--- config.mk ---
export PLATFORM = sky130hd
export DESIGN_NAME = cfbfd_batch
export DESIGN_NICKNAME = d
export VERILOG_FILES = /design/src/sv/can_frame_batch_flush_decider_macros.svh /design/src/sv/cfbfd_pkg.sv /design/src/sv/cfbfd_batch.sv
export SDC_FILE = /design/constraint.sdc
export NUM_CORES = 1
export LEC_CHECK = 0
export ABC_AREA = 1
export BUFFER_PORTS_ARGS = -buffer_cell sky130_fd_sc_hd__buf_2
export CORE_MARGIN = 2
export CORE_UTILIZATION = 57
export CTS_BUF_LIST = sky130_fd_sc_hd__clkbuf_8 sky130_fd_sc_hd__clkbuf_16
export CTS_CLUSTER_SIZE = 16
export DETAILED_ROUTE_END_ITERATION = 10
export PLACE_DENSITY = 0.83
export RECOVER_POWER = 50
export SKIP_LAST_GASP = 1
export SLEW_MARGIN = 20
export SYNTH_ARGS = -nofsm -noshare
export SYNTH_HDL_FRONTEND = slang
export SYNTH_SLANG_ARGS = --single-unit
export TNS_END_PERCENT = 10
--- constraint.sdc ---
create_clock -name clk -period 6.3 [get_ports clk]
set_clock_uncertainty 0.1 [all_clocks]
set_input_delay 0.945 -clock clk [delete_from_list [all_inputs] [get_ports clk]]
set_output_delay 0.945 -clock clk [all_outputs]
set_load 0.02 [all_outputs]
--- src/sv/can_frame_batch_flush_decider_macros.svh ---
// Assertion helpers used by the decider's top-level RTL.
`ifndef CAN_FRAME_BATCH_FLUSH_DECIDER_MACROS_SVH
`define CAN_FRAME_BATCH_FLUSH_DECIDER_MACROS_SVH

// Same-cycle implication, masked while reset is active.
`define CFBFD_ASSERT_IMPL(lbl, clk, rst_n, ante, cons, msg) \
	lbl: assert property (@(posedge clk) disable iff (!(rst_n)) (ante) |-> (cons)) \
		else $error(msg);

// Next-cycle implication, masked while reset is active.
`define CFBFD_ASSERT_NEXT(lbl, clk, rst_n, ante, cons, msg) \
	lbl: assert property (@(posedge clk) disable iff (!(rst_n)) (ante) |=> (cons)) \
		else $error(msg);

`endif

--- src/sv/cfbfd_pkg.sv ---
`timescale 1ns / 1ps
package cfbfd_pkg;

	// Field widths
	localparam int ID_W      = 11;
	localparam int DLC_W     = 4;
	localparam int PAYLOAD_W = 64;
	localparam int TIME_W    = 32;
	localparam int POS_W     = 7;
	localparam int CFG_W     = 7;
	localparam int CFG_IDX_W = 1;

	// Identifier table depth and slot index width
	localparam int ID_ENTRIES = 2048;
	localparam int SLOT_W     = $clog2(ID_ENTRIES);

	// Reduction of an identifier onto the table: conditional subtract steps
	localparam int MOD_STEPS = 8;
	localparam int MOD_W     = 24;

	// Products of a time value and a percentage, and their scaled sums
	localparam int PROD_W   = TIME_W + CFG_W;
	localparam int SCALED_W = PROD_W + 1;

	localparam logic [CFG_W-1:0] PAYLOAD_CAPACITY = 7'd93;
	localparam logic [CFG_W-1:0] LIMIT_RESET      = 7'd93;
	localparam logic [CFG_W-1:0] PERCENT_RESET    = 7'd5;
	localparam int               PERCENT_SCALE    = 100;

	// One full wrap of the time stamp, expressed in scaled units
	localparam logic [SCALED_W-1:0] SCALED_WRAP = SCALED_W'(PERCENT_SCALE) << TIME_W;

	// Configuration register indexes
	localparam logic [CFG_IDX_W-1:0] CFG_BATCH_LIMIT   = 1'd0;
	localparam logic [CFG_IDX_W-1:0] CFG_QUEUE_PERCENT = 1'd1;

	typedef logic [SLOT_W-1:0] slot_t;

	typedef struct packed {
		logic [ID_W-1:0]      can_id;
		logic [DLC_W-1:0]     dlc;
		logic [PAYLOAD_W-1:0] payload;
		logic [TIME_W-1:0]    arrival_us;
	} in_item_t;

	typedef struct packed {
		logic [ID_W-1:0]      out_id;
		logic [DLC_W-1:0]     out_dlc;
		logic [PAYLOAD_W-1:0] out_payload;
		logic [POS_W-1:0]     position;
		logic                 end_of_batch;
	} out_item_t;

	// One identifier's table entry
	typedef struct packed {
		logic              seen;
		logic [TIME_W-1:0] period;
		logic [TIME_W-1:0] last;
	} entry_t;

	// Item handed from the table stage to the batch stage
	typedef struct packed {
		in_item_t          item;
		logic              seen;
		logic [PROD_W-1:0] prod;
		logic [PROD_W-1:0] now_scaled;
	} stage_t;

	// Map an identifier onto a table slot (identifier modulo table depth)
	function automatic slot_t slot_of(input logic [ID_W-1:0] id);
		logic [MOD_W-1:0] v;
		v = MOD_W'(id);
		for (int k = MOD_STEPS - 1; k >= 0; k--) begin
			if (v >= (MOD_W'(ID_ENTRIES) << k)) begin
				v = v - (MOD_W'(ID_ENTRIES) << k);
			end
		end
		return v[SLOT_W-1:0];
	endfunction

	// Clamp the batch limit into one to payload capacity
	function automatic logic [CFG_W-1:0] effective_limit(input logic [CFG_W-1:0] lim);
		logic [CFG_W-1:0] r;
		r = lim;
		if (lim == '0) begin
			r = CFG_W'(1);
		end else if (lim > PAYLOAD_CAPACITY) begin
			r = PAYLOAD_CAPACITY;
		end
		return r;
	endfunction

endpackage

--- src/sv/cfbfd_batch.sv ---
`timescale 1ns / 1ps
module cfbfd_batch (
	input  logic                        clk,
	input  logic                        arst_n,
	input  logic [cfbfd_pkg::CFG_W-1:0] batch_limit,
	input  logic                        up_valid,
	output logic                        up_ready,
	input  cfbfd_pkg::stage_t           up,
	output logic                        out_valid,
	input  logic                        out_ready,
	output cfbfd_pkg::out_item_t        out_item
);
	import cfbfd_pkg::*;

	logic              vld_s2;
	stage_t            stg_s2;
	logic              out_valid_q;
	out_item_t         out_q;
	logic [POS_W-1:0]  frames_q;
	logic [TIME_W-1:0] start_q;
	logic [SCALED_W-1:0] thr_q;

	logic                adv_s2;
	logic [POS_W-1:0]    count;
	logic [CFG_W-1:0]    lim;
	logic                first;
	logic                borrow;
	logic [SCALED_W-1:0] waited_scaled;
	logic [SCALED_W-1:0] thr_next;
	logic                flush;

	assign adv_s2   = vld_s2 && (!out_valid_q || out_ready);
	assign up_ready = !vld_s2 || adv_s2;

	// Decide whether the batch closes after this item
	always_comb begin
		count  = frames_q + POS_W'(1);
		lim    = effective_limit(batch_limit);
		first  = (frames_q == '0);
		borrow = stg_s2.item.arrival_us < start_q;
		waited_scaled = SCALED_W'(stg_s2.now_scaled) + (borrow ? SCALED_WRAP : '0);
		thr_next = SCALED_W'(stg_s2.now_scaled) + SCALED_W'(stg_s2.prod)
			- SCALED_W'(PERCENT_SCALE - 1);
		priority if (count >= lim) begin
			flush = 1'b1;
		end else if (first) begin
			flush = !stg_s2.seen || (stg_s2.prod < PROD_W'(PERCENT_SCALE));
		end else begin
			flush = waited_scaled >= thr_q;
		end
	end

	// Advance valid flags and batch state
	always_ff @(posedge clk or negedge arst_n) begin
		if (!arst_n) begin
			vld_s2      <= 1'b0;
			out_valid_q <= 1'b0;
			frames_q    <= '0;
			start_q     <= '0;
			thr_q       <= '0;
		end else begin
			if (up_ready) begin
				vld_s2 <= up_valid;
			end
			if (adv_s2) begin
				out_valid_q <= 1'b1;
			end else if (out_ready) begin
				out_valid_q <= 1'b0;
			end
			if (adv_s2) begin
				frames_q <= flush ? '0 : count;
				if (first) begin
					start_q <= stg_s2.item.arrival_us;
					thr_q   <= thr_next;
				end
			end
		end
	end

	// Hold payloads of the stage and output registers
	always_ff @(posedge clk) begin
		if (up_ready && up_valid) begin
			stg_s2 <= up;
		end
		if (adv_s2) begin
			out_q.out_id       <= stg_s2.item.can_id;
			out_q.out_dlc      <= stg_s2.item.dlc;
			out_q.out_payload  <= stg_s2.item.payload;
			out_q.position     <= count;
			out_q.end_of_batch <= flush;
		end
	end

	assign out_valid = out_valid_q;
	assign out_item  = out_q;

endmodule

### Word-level counts from Yosys, hierarchy flattened

Cells that the tools add are included.

| word-level totals | value |
|---|---|
| register bits after elaboration | 358 |
| output and inout bits | 89 |
| word-level logic and storage cells | 46 |

| operators by class | value |
|---|---|
| add/subtract/negate cells | 4 |
| order comparisons | 5 |
| muxes and demuxes | 8 |
| reductions and logical operators | 12 |

Operator list:

| operator | number |
|---|---|
| $add 39x39->40 | 2 |
| $ge 40x40->1 | 1 |
| $sub 40x7->40 const B | 1 |
| $lt 39x7->1 const B | 1 |
| $mux 39 | 1 |
| $lt 32x32->1 | 1 |
| $mux 7 | 3 |
| $logic_not 7->1 | 2 |
| $add 7x1->7 const B | 1 |
| $ge 7x7->1 | 1 |
| $gt 7x7->1 const B | 1 |
| $mux 1 | 4 |
| $logic_not 1->1 | 3 |
| $logic_or 1x1->1 | 3 |
| $logic_and 1x1->1 | 2 |
| $reduce_and 2->1 | 1 |
| $reduce_bool 2->1 | 1 |

### Depth between registers and ports, before layout

Gate-level depths: netlist of the first run.

| depth | value |
|---|---|
| word-level depth | 7 |
| gate-level depth with buffers | 28 |
| gate-level depth less buffers | 28 |

### Worst setup path after synthesis of the first run

OpenSTA, ideal clock, no wires.

| timing path | value |
|---|---|
| path kind | input -> register |
| from | input out_ready |
| to | register stg_s2[0] (netlist bit), enable pin |
| library setup time | 0.542 ns |
| arrival time | 4.975 ns |
| required time | 5.658 ns |
| path slack | 0.683 ns |
| cell stages on the path | 4 |
| path buffers | 0 |
| path through | inv_1 -> nand3_1 -> nand2_1 -> inv_1 |

| between the ends | value |
|---|---|
| longest elaborated chain between the ends | 4 |

Ends and longest elaborated chain:

| element | line | RTL |
|---|---|---|
| start, declared | cfbfd_batch.sv:10 | `input logic out_ready,` |
| $logic_or 1x1->1 | cfbfd_batch.sv:32 | `assign adv_s2 = vld_s2 && (!out_valid_q \|\| out_ready);` |
| $logic_and 1x1->1 | cfbfd_batch.sv:32 |  |
| $logic_or 1x1->1 | cfbfd_batch.sv:33 | `assign up_ready = !vld_s2 \|\| adv_s2;` |
| net up_ready | cfbfd_batch.sv:7 | `output logic up_ready,` |
| $logic_and 1x1->1 | cfbfd_batch.sv:82 | `if (up_ready && up_valid) begin` |
| end signal, assigned | cfbfd_batch.sv:83 | `stg_s2 <= up;` |
| end, declared | cfbfd_batch.sv:16 | `stage_t stg_s2;` |

The timed path passes the listed nets, and every way through them passes these cells.
A chain may end at the register's enable or synchronous reset.

### Worst setup path in the final report of the first run

| timing path | value |
|---|---|
| from | register stg_s2[108] (netlist bit) |
| to | register frames_q[1] |

| between the ends | value |
|---|---|
| longest elaborated chain between the ends | 7 |

Ends and longest elaborated chain:

| element | line | RTL |
|---|---|---|
| $lt 32x32->1 | cfbfd_batch.sv:40 | `borrow = stg_s2.item.arrival_us < start_q;` |
| $mux 39 | cfbfd_batch.sv:41 | `waited_scaled = SCALED_W'(stg_s2.now_scaled) + (borrow ? SCALED_WRAP : '0);` |
| $add 39x39->40 | cfbfd_batch.sv:41 |  |
| $ge 40x40->1 | cfbfd_batch.sv:49 | `flush = waited_scaled >= thr_q;` |
| $mux 1 | cfbfd_batch.sv:46 | `end else if (first) begin` |
| $mux 1 | cfbfd_batch.sv:44 | `priority if (count >= lim) begin` |
| $mux 7 | cfbfd_batch.sv:71 | `frames_q <= flush ? '0 : count;` |
| end signal, assigned | cfbfd_batch.sv:71 |  |
| end, declared | cfbfd_batch.sv:19 | `logic [POS_W-1:0] frames_q;` |

No other way between the ends.

==> reports/metrics.csv, run 1 <==
stage,metric,value,unit
setup_path,cp_common_cell,nand2_1,
global_routing,antenna_found_initial,8,
setup_path,slowest_stage,nor4b_1,
setup_path,worstReg2RegEnd,frames_q[1],
sta,min_period,4503,ps
sta,hold_ws,315.8,ps
sta,relSlewSlack,30.86,%
setup_path,worstReg2RegStart,stg_s2[108],
drt,dr.first_iter.drc_count,801,
global_routing,grt.overflow.total,0,
cts,root_buffer,clkbuf_16,
drt,ant_nets,0,
synthesis,synthFlopType,edfxtp_1,
synthesis,synth_seq_cells,358,
setup_path,r2r_cells,21,
synthesis,async_reset_ff_share,22.63,%
die,initial_utilization,57.99,%
synthesis,syn-num-nets,1967,
pwr,power.density,377.3,nW/um2
sta,drv_slew,0,
global_routing,grt_pass1_wl,62.71,mm
setup_path,max_stage_delay,490,ps
setup_path,regToRegSetupSlack,1800,ps
global_routing,grt_pass1_vias,12254,
global_routing,grt_max_degree,109,
setup_path,crit_end,frames_q[1],
setup_path,crit_cells,21,
synthesis,synthSimpleGateAreaFrac,13.74,%
synthesis,synth.top_cell.area_share,48.40,%
cts,cts_setup_buffers,0,
drt,drt_wl_total,41.12,mm
pwr,p_leak,9.554,nW
cts,clk_latency,540,ps
finish,fin_util,69.02,%
place,post-place-cells,2272,
synthesis,ys_types,41,
sta,hold_viol_final,0,
sta,rsz0062_at_grt,false,
cts,cts_max_path_buffers,3,
synthesis,synth_edf_count,277,
die,core_area,29640,um2
job,cap_viol_max_count,0,
drt,drc_errors,0,
drt,firstDrtPassIters,6,
place,dp_hpwl,30.41,mm
cts,tritoncts,built,
finish,final_layout_size_suffix_gt1_share,18.61,%
synthesis,yosys_warnings,0,
cts,cts.sink_count,358,
setup_path,required,6620,ps
synthesis,synthTopCellsByArea,"edfxtp_1, dfrtp_1, ha_1",
die,die_h,177.6,um
synthesis,synth_area_leader_cell,edfxtp_1,
cts,cts-hold-fix-buffers,0,
synthesis,yosysSeqAreaShare,60.19,%
die,dieArea,31560,um2
setup_path,worstPathArrival,4820,ps
sta,worstMarginPinSlew,1031,ps
drt,post_drt_wl_per_cell,17.53,um
cts,post_cts_resize_count,0,
pwr,peakVddDrop,0.3699,mV
sta,final.setup.tns,0,ps
synthesis,syn_area_per_cell,10.71,um2
synthesis,synth_top_family_by_area,simple AND/OR/NAND/NOR gates,
hold_path,hold_class,flop to flop,
drt,viasPerCell,5.253,
synthesis,muxShareOfSynthArea,0,%
die,rows,63,
die,die_width,177.6,um
global_routing,track_usage,26.04,%
setup_path,crit_type,flop to flop,
die,io_pins,290,
setup_path,crit_family,simple AND/OR/NAND/NOR gates,
synthesis,synth.cell_area,17190,um2
setup_path,crit_chain,ha_1 -> nand4_1 -> nor3_1 -> nor4b_1 -> a21oi_1 -> ha_1 -> ha_1 -> a31o_2 -> xor2_1 -> ha_1 -> nand2_1 -> nor2_1 -> nand2_1 -> nor2_1 -> nand2_1 -> nand2_1 -> nand2_1 -> nand3_1 -> nand2_1 -> nand4_1 -> nand2_1,
synthesis,post_synth_most_frequent_cells,"nand2_1, inv_1, edfxtp_1",
finish,layout.nets,2285,
place,gp_congestion,0.9585,
setup_path,start_kind,flop,
cts,cts_buffers,38,
setup_path,worst_setup_path_end_kind,flop,
synthesis,yosys.cell_count.top_type,nand2_1,
hold_path,holdPathStages,0,
finish,syn_to_final_growth,19.02,%
synthesis,syn_inst,1604,
sta,finalCritPeriodShare,71.47,%
finish,stdcell_count,2346,
cts,clk_pin_slew,60,ps
synthesis,synth_compound_area_share,6.290,%
setup_path,cp_num_buf_inv,0,
synthesis,synthAdderAreaFrac,11.84,%
setup_path,cp_max_fo,8,
place,portBuffers,289,
finish,fillCellCount,2130,
synthesis,synth_xor_area_share,1.070,%
finish,fin_area,20460,um2
cts,htree_levels,2,
drt,via_count,12323,
place,place_area,19090,um2
run_status,status,finished clean,
setup_path,crit_start,stg_s2[108],
sta,setup-violations-final,0,
sta,max_freq,222.1,MHz
## per-stage QoR
stage	power, mW	setup slack [ps]
3_3_place_gp	5.201	2125
3_5_place_dp	5.329	1964
5_1_grt	8.196	1469
6_report	7.718	1797
2_1_floorplan	4.696	683.4
4_1_cts	7.768	1904
## power by group
group | total (mW) | switching (mW) | leakage (nW) | internal [mW]
registers | 3.17 | 0.162 | 3.68 | 3.01
clock network | 2.39 | 0.926 | 0.684 | 1.47
logic | 2.16 | 1.40 | 5.19 | 0.759
## layout by cell type (no fill, tap or decap), types with 6 or more instances in the layout
cell type,instances
a21oi_1,84
buf_2,274
bufinv_16,6
clkbuf_1,14
clkbuf_16,38
clkbuf_8,9
dfrtp_1,81
edfxtp_1,277
ha_1,161
inv_1,294
nand2_1,327
nand2_2,8
nand3_1,63
nand3b_1,10
nand4_1,27
nor2_1,88
nor3_1,12
o21a_1,6
o21ai_0,91
xnor2_1,10
xor2_1,11
## worst min path at each step
stage / end / startpoint / slack (ps)
after global routing: out_item[80] / stg_s2[183] / 320
after global placement: out_item[74] / stg_s2[177] / 300
after CTS: out_item[82] / stg_s2[185] / 320
after floorplan: out_item[10] / stg_s2[113] / 300
final: out_item[82] / stg_s2[185] / 320
after detailed placement: out_item[30] / stg_s2[133] / 300
## state kept, by name, summed over array words and instances, names as in the netlist
signal,flops
start_q,32
stg_s2,190
out_item,87
out_valid,1
vld_s2,1
frames_q,7
thr_q,40
## layout make-up
class,count,area [um2],share of cell area [%]
timing repair buffer,294,1473,7.199
clock buffer,47,1075,5.254
multi-input combinational,938,5665,27.70
sequential,358,10340,50.57
clock inverter,22,295.3,1.444
tap,390,488.0,2.385
inverter,292,1102,5.389
antenna,5,12.51,0.06117
## metal layers
layer | vias to the layer above | routed length (um) | GRT usage (%)
li1 | 6022 | - | -
met1 | 5783 | 16440 | 32.38
met2 | 417 | 20320 | 44.23
met3 | 95 | 3045 | 6.448
met4 | 6 | 1266 | 9.426
met5 | - | 42 | 0
## logic make-up (layout without fill, tap and decap cells)
family,count (synthesis),after routing
buffers and inverters,308,655
DFF,358,358
AOI/OAI and AO/OA,202,202
adders and majority gates,162,162
xor gates and xnor gates,21,21
other,0,5
and+or+nand+nor,553,553
Note: power is estimated with default switching activity, not from simulation.
==> inputs of run 2 (changes only) <==
Settings changed: ABC_AREA 1 to 0, CORE_UTILIZATION 57 to 51, PLACE_DENSITY 0.83 to 0.79.
Clock period 6.3 ns to 3.9 ns, I/O delays scaled along.
==> run 2 against run 1 <==
Net effect:
- the flow now finishes with violations (max-capacitance violations, max-slew violations, negative setup slack)
- synthesized cell count is 23% lower
- worst hold slack worse by 200 ps
- critical path depth is 2 higher
- sequential power is 60% higher
- area after synthesis is 4.9% lower
- count of clock-buffer cells in the layout is 6 lower
- non-clock buffer count is 19 higher
==> reports/metrics.csv, run 2 <==
stage,metric,value,unit,change
run_status,status,finished with violations,,was finished clean
run_status,violations,"max-capacitance violations, max-slew violations, negative setup slack",,
die,die_h,183.0,um,was 177.6 um
setup_path,slowest_stage,edfxtp_1,,was nor4b_1
finish,layout.nets,1936,,"was 2,285"
job,cap_viol_max_count,2,,was 0
drt,ant_nets,0,,unchanged
cts,clk_pin_slew,60,ps,about the same
synthesis,synthFlopType,edfxtp_1,,unchanged
setup_path,crit_type,flop to flop,,unchanged
synthesis,post_synth_most_frequent_cells,"edfxtp_1, inv_1, ha_1",,"was nand2_1, inv_1, edfxtp_1"
synthesis,ys_types,60,,was 41
synthesis,synth.cell_area,16340,um2,"was 17,190 um2"
setup_path,cp_num_buf_inv,1,,was 0
drt,firstDrtPassIters,5,,was 6
pwr,power.density,601.7,nW/um2,was 377.3 nW/um2
setup_path,required,4230,ps,was 6620 ps
place,post-place-cells,1929,,"was 2,272"
sta,worstMarginPinSlew,1603,ps,was 1031 ps
finish,final_common_cell,edfxtp_1,,was nand2_1
setup_path,regToRegSetupSlack,-600,ps,was 1800 ps
sta,rsz0062_at_grt,true,,was false
drt,viasPerCell,5.102,,was 5.253
drt,drt_wl_total,34.26,mm,was 41.12 mm
pwr,p_leak,9.106,nW,was 9.554 nW
hold_path,min_delay_worst_endpoint,stg_s2[133],,was out_item[82]
drt,post_drt_wl_per_cell,17.03,um,was 17.53 um
die,die_width,183.0,um,was 177.6 um
cts,root_buffer,clkbuf_16,,unchanged
finish,stdcell_count,2012,,"was 2,346"
synthesis,synthTopCellsByArea,"edfxtp_1, dfrtp_1, ha_1",,unchanged
finish,top_register,stg_s2,,unchanged
cts,cts.sink_count,358,,unchanged
synthesis,synth_seq_cells,358,,unchanged
drt,dr.first_iter.drc_count,510,,was 801
synthesis,synth.top_cell.area_share,50.89,%,was 48.40%
sta,drv_slew,49,,was 0
hold_path,hp-start,up[133],,was stg_s2[185]
global_routing,antenna_found_initial,5,,was 8
place,dp_hpwl,25.14,mm,was 30.41 mm
die,io_pins,290,,unchanged
setup_path,r2r_cells,23,,was 21
global_routing,track_usage,20.24,%,was 26.04%
synthesis,yosysSeqAreaShare,63.29,%,was 60.19%
global_routing,grt_max_degree,80,,was 109
synthesis,syn_area_per_cell,13.20,um2,was 10.71 um2
synthesis,yosys.cell_count.top_type,edfxtp_1,,was nand2_1
sta,max_freq,222.1,MHz,about the same
synthesis,synth_edf_count,277,,unchanged
hold_path,hold_class,input pin to flop,,was flop to flop
synthesis,syn-num-nets,1601,,"was 1,967"
setup_path,max_stage_delay,400,ps,was 490 ps
die,rows,65,,was 63
finish,fin_util,62.90,%,was 69.02%
drt,drc_errors,0,,unchanged
drt,via_count,10265,,"was 12,323"
sta,setup-violations-final,8,,was 0
synthesis,syn_inst,1238,,"was 1,604"
sta,min_period,4503,ps,about the same
setup_path,worstReg2RegStart,stg_s2[80],,was stg_s2[108]
pwr,power.total,11.94,mW,was 7.718 mW
sta,final.setup.tns,-4301,ps,was 0 ps
global_routing,grt_pass1_wl,53.16,mm,was 62.71 mm
cts,tritoncts,built,,unchanged
place,place_area,18410,um2,"was 19,090 um2"
pwr,peakVddDrop,0.4898,mV,was 0.3699 mV
cts,htree_levels,2,,unchanged
sta,relSlewSlack,-6.938,%,was 30.86%
finish,final_layout_size_suffix_gt1_share,25.37,%,was 18.61%
cts,cts_buffers,39,,was 38
cts,clk_latency,540,ps,about the same
die,core_area,31560,um2,"was 29,640 um2"
synthesis,yosys_warnings,0,,unchanged
global_routing,grt.overflow.total,0,,unchanged
sta,hold_ws,110.9,ps,was 315.8 ps
setup_path,start_kind,flop,,unchanged
global_routing,grt_pass1_vias,10425,,"was 12,254"
sta,finalCritPeriodShare,115.5,%,was 71.47%
place,gp_congestion,0.8408,,was 0.9585
hold_path,holdPathStages,1,,was 0
place,place_ws,-716.4,ps,was 1964 ps
setup_path,worstPathArrival,4830,ps,was 4820 ps
setup_path,worst_setup_path_end_kind,flop,,unchanged
sta,hold_viol_final,0,,unchanged
setup_path,crit_chain,ha_1 -> a21o_1 -> a21o_1 -> a21o_1 -> a21o_1 -> a21o_1 -> a21o_1 -> a21oi_1 -> o31ai_1 -> a41oi_2 -> buf_6 -> ha_4 -> ha_4 -> a31oi_2 -> xnor2_1 -> ha_1 -> nand4_1 -> nor3_2 -> nand2_1 -> a21oi_2 -> nand4b_1 -> nor2_1 -> mux2_4,,was ha_1 -> nand4_1 -> nor3_1 -> nor4b_1 -> a21oi_1 -> ha_1 -> ha_1 -> a31o_2 -> xor2_1 -> ha_1 -> nand2_1 -> nor2_1 -> nand2_1 -> nor2_1 -> nand2_1 -> nand2_1 -> nand2_1 -> nand3_1 -> nand2_1 -> nand4_1 -> nand2_1
setup_path,cp_common_cell,a21o_1,,was nand2_1
finish,fin_area,19850,um2,"was 20,460 um2"
synthesis,async_reset_ff_share,22.63,%,unchanged
sta,fin_ws,-602.6,ps,was 1797 ps
die,initial_utilization,51.80,%,was 57.99%
synthesis,synth_area_leader_cell,edfxtp_1,,unchanged
setup_path,crit_family,compound AO/OA/AOI/OAI gates,,was simple AND/OR/NAND/NOR gates
setup_path,cp_max_fo,3,,was 8
die,dieArea,33500,um2,"was 31,560 um2"
finish,final_cell_mix,"edfxtp_1, buf_2, inv_1",,"was nand2_1, inv_1, edfxtp_1"
finish,syn_to_final_growth,21.44,%,was 19.02%
setup_path,worstReg2RegEnd,frames_q[0],,was frames_q[1]
cts,cts-hold-fix-buffers,0,,unchanged
cts,cts_max_path_buffers,3,,unchanged
finish,largest_reg_flops,190,,unchanged
place,portBuffers,289,,unchanged
==> run 2: changes by cell type after synthesis, sizes merged, moves of 28 or more <==
cell,change
a21oi,-30
o21ai,-28
mux2,+35
inv,-69
a21o,+49
nand2,-264
nand3,-57
nor2,-64
==> run 2: worst max path at each step <==
stage,from,depth (start not counted),slack [ps],to
2_1_floorplan,out_ready,8,-580,thr_q[0]
3_3_place_gp,stg_s2[80],22,-620,frames_q[0]
3_5_place_dp,stg_s2[80],22,-720,frames_q[0]
4_1_cts,stg_s2[94],21,-480,frames_q[0]
5_1_grt,stg_s2[80],23,-830,frames_q[0]
6_report,stg_s2[80],23,-600,frames_q[0]
==> run 2: final cells by class <==
class / count / area, um2
Inverter: 224 / 842.1
Antenna cell: 6 / 15.01
Clock buffer: 41 / 1003
Tap cell: 402 / 503.0
Fill cell: 2433 / 11710
Sequential cell: 358 / 10340
Clock inverter: 31 / 320.3
Multi-Input combinational cell: 637 / 5200
Timing Repair Buffer: 313 / 1620
==> run 2: cells by family (layout without fill, tap and decap cells) <==
logic type                 count (synthesis)  count (layout)  synth area share, %
AOI/OAI and AO/OA                        228             228                8.941
xor gates and xnor gates                  41              41                2.197
adders and majority gates                162             162                12.45
buffers and inverters                    243             609                5.642
DFF                                      358             358                63.29
muxes                                     36              36                2.473
other                                      0               6                    0
and+or+nand+nor                          170             170                5.007
==> run 2: worst register-to-register path, delay by kind of cell (launching register included) <==
family / cells / cell delay (ps)
AND/OR/NAND/NOR: 5 / 790
multiplexers: 1 / 270
adder cells (fa/ha/maj): 4 / 920
AO/OA/AOI/OAI: 11 / 1580
buffers and inverters: 1 / 150
XOR/XNOR: 1 / 170
flip-flops: 1 / 400
==> run 2: timing repair <==
| action | CTS | global route |
|---|---|---|
| pin swaps | 25 | 10 |
| endpoints found under the setup margin | 8 | 10 |
| hold endpoints to repair | 0 | 0 |
| gates cloned | 0 | 0 |
| gates resized for setup | 20 | 9 |
| buffers inserted | 4 | 1 |
==> run 2: routing by layer <==
| metal | vias up | GRT usage, % | part of all wire, % |
|---|---|---|---|
| li1 | 5045 | - | - |
| met1 | 4916 | 25.31 | 41 |
| met2 | 229 | 35.15 | 50 |
| met3 | 73 | 4.587 | 5.6 |
| met4 | 2 | 6.336 | 2.7 |
| met5 | - | 0 | 0.032 |
==> run 2: power breakdown <==
group	leakage (nW)	total [mW]	switching [mW]	internal (mW)
Sequential	3.65	5.06	0.291	4.77
Clock	0.667	3.71	1.50	2.22
Combinational	4.79	3.16	1.72	1.45
Total	9.11	11.9	3.51	8.44
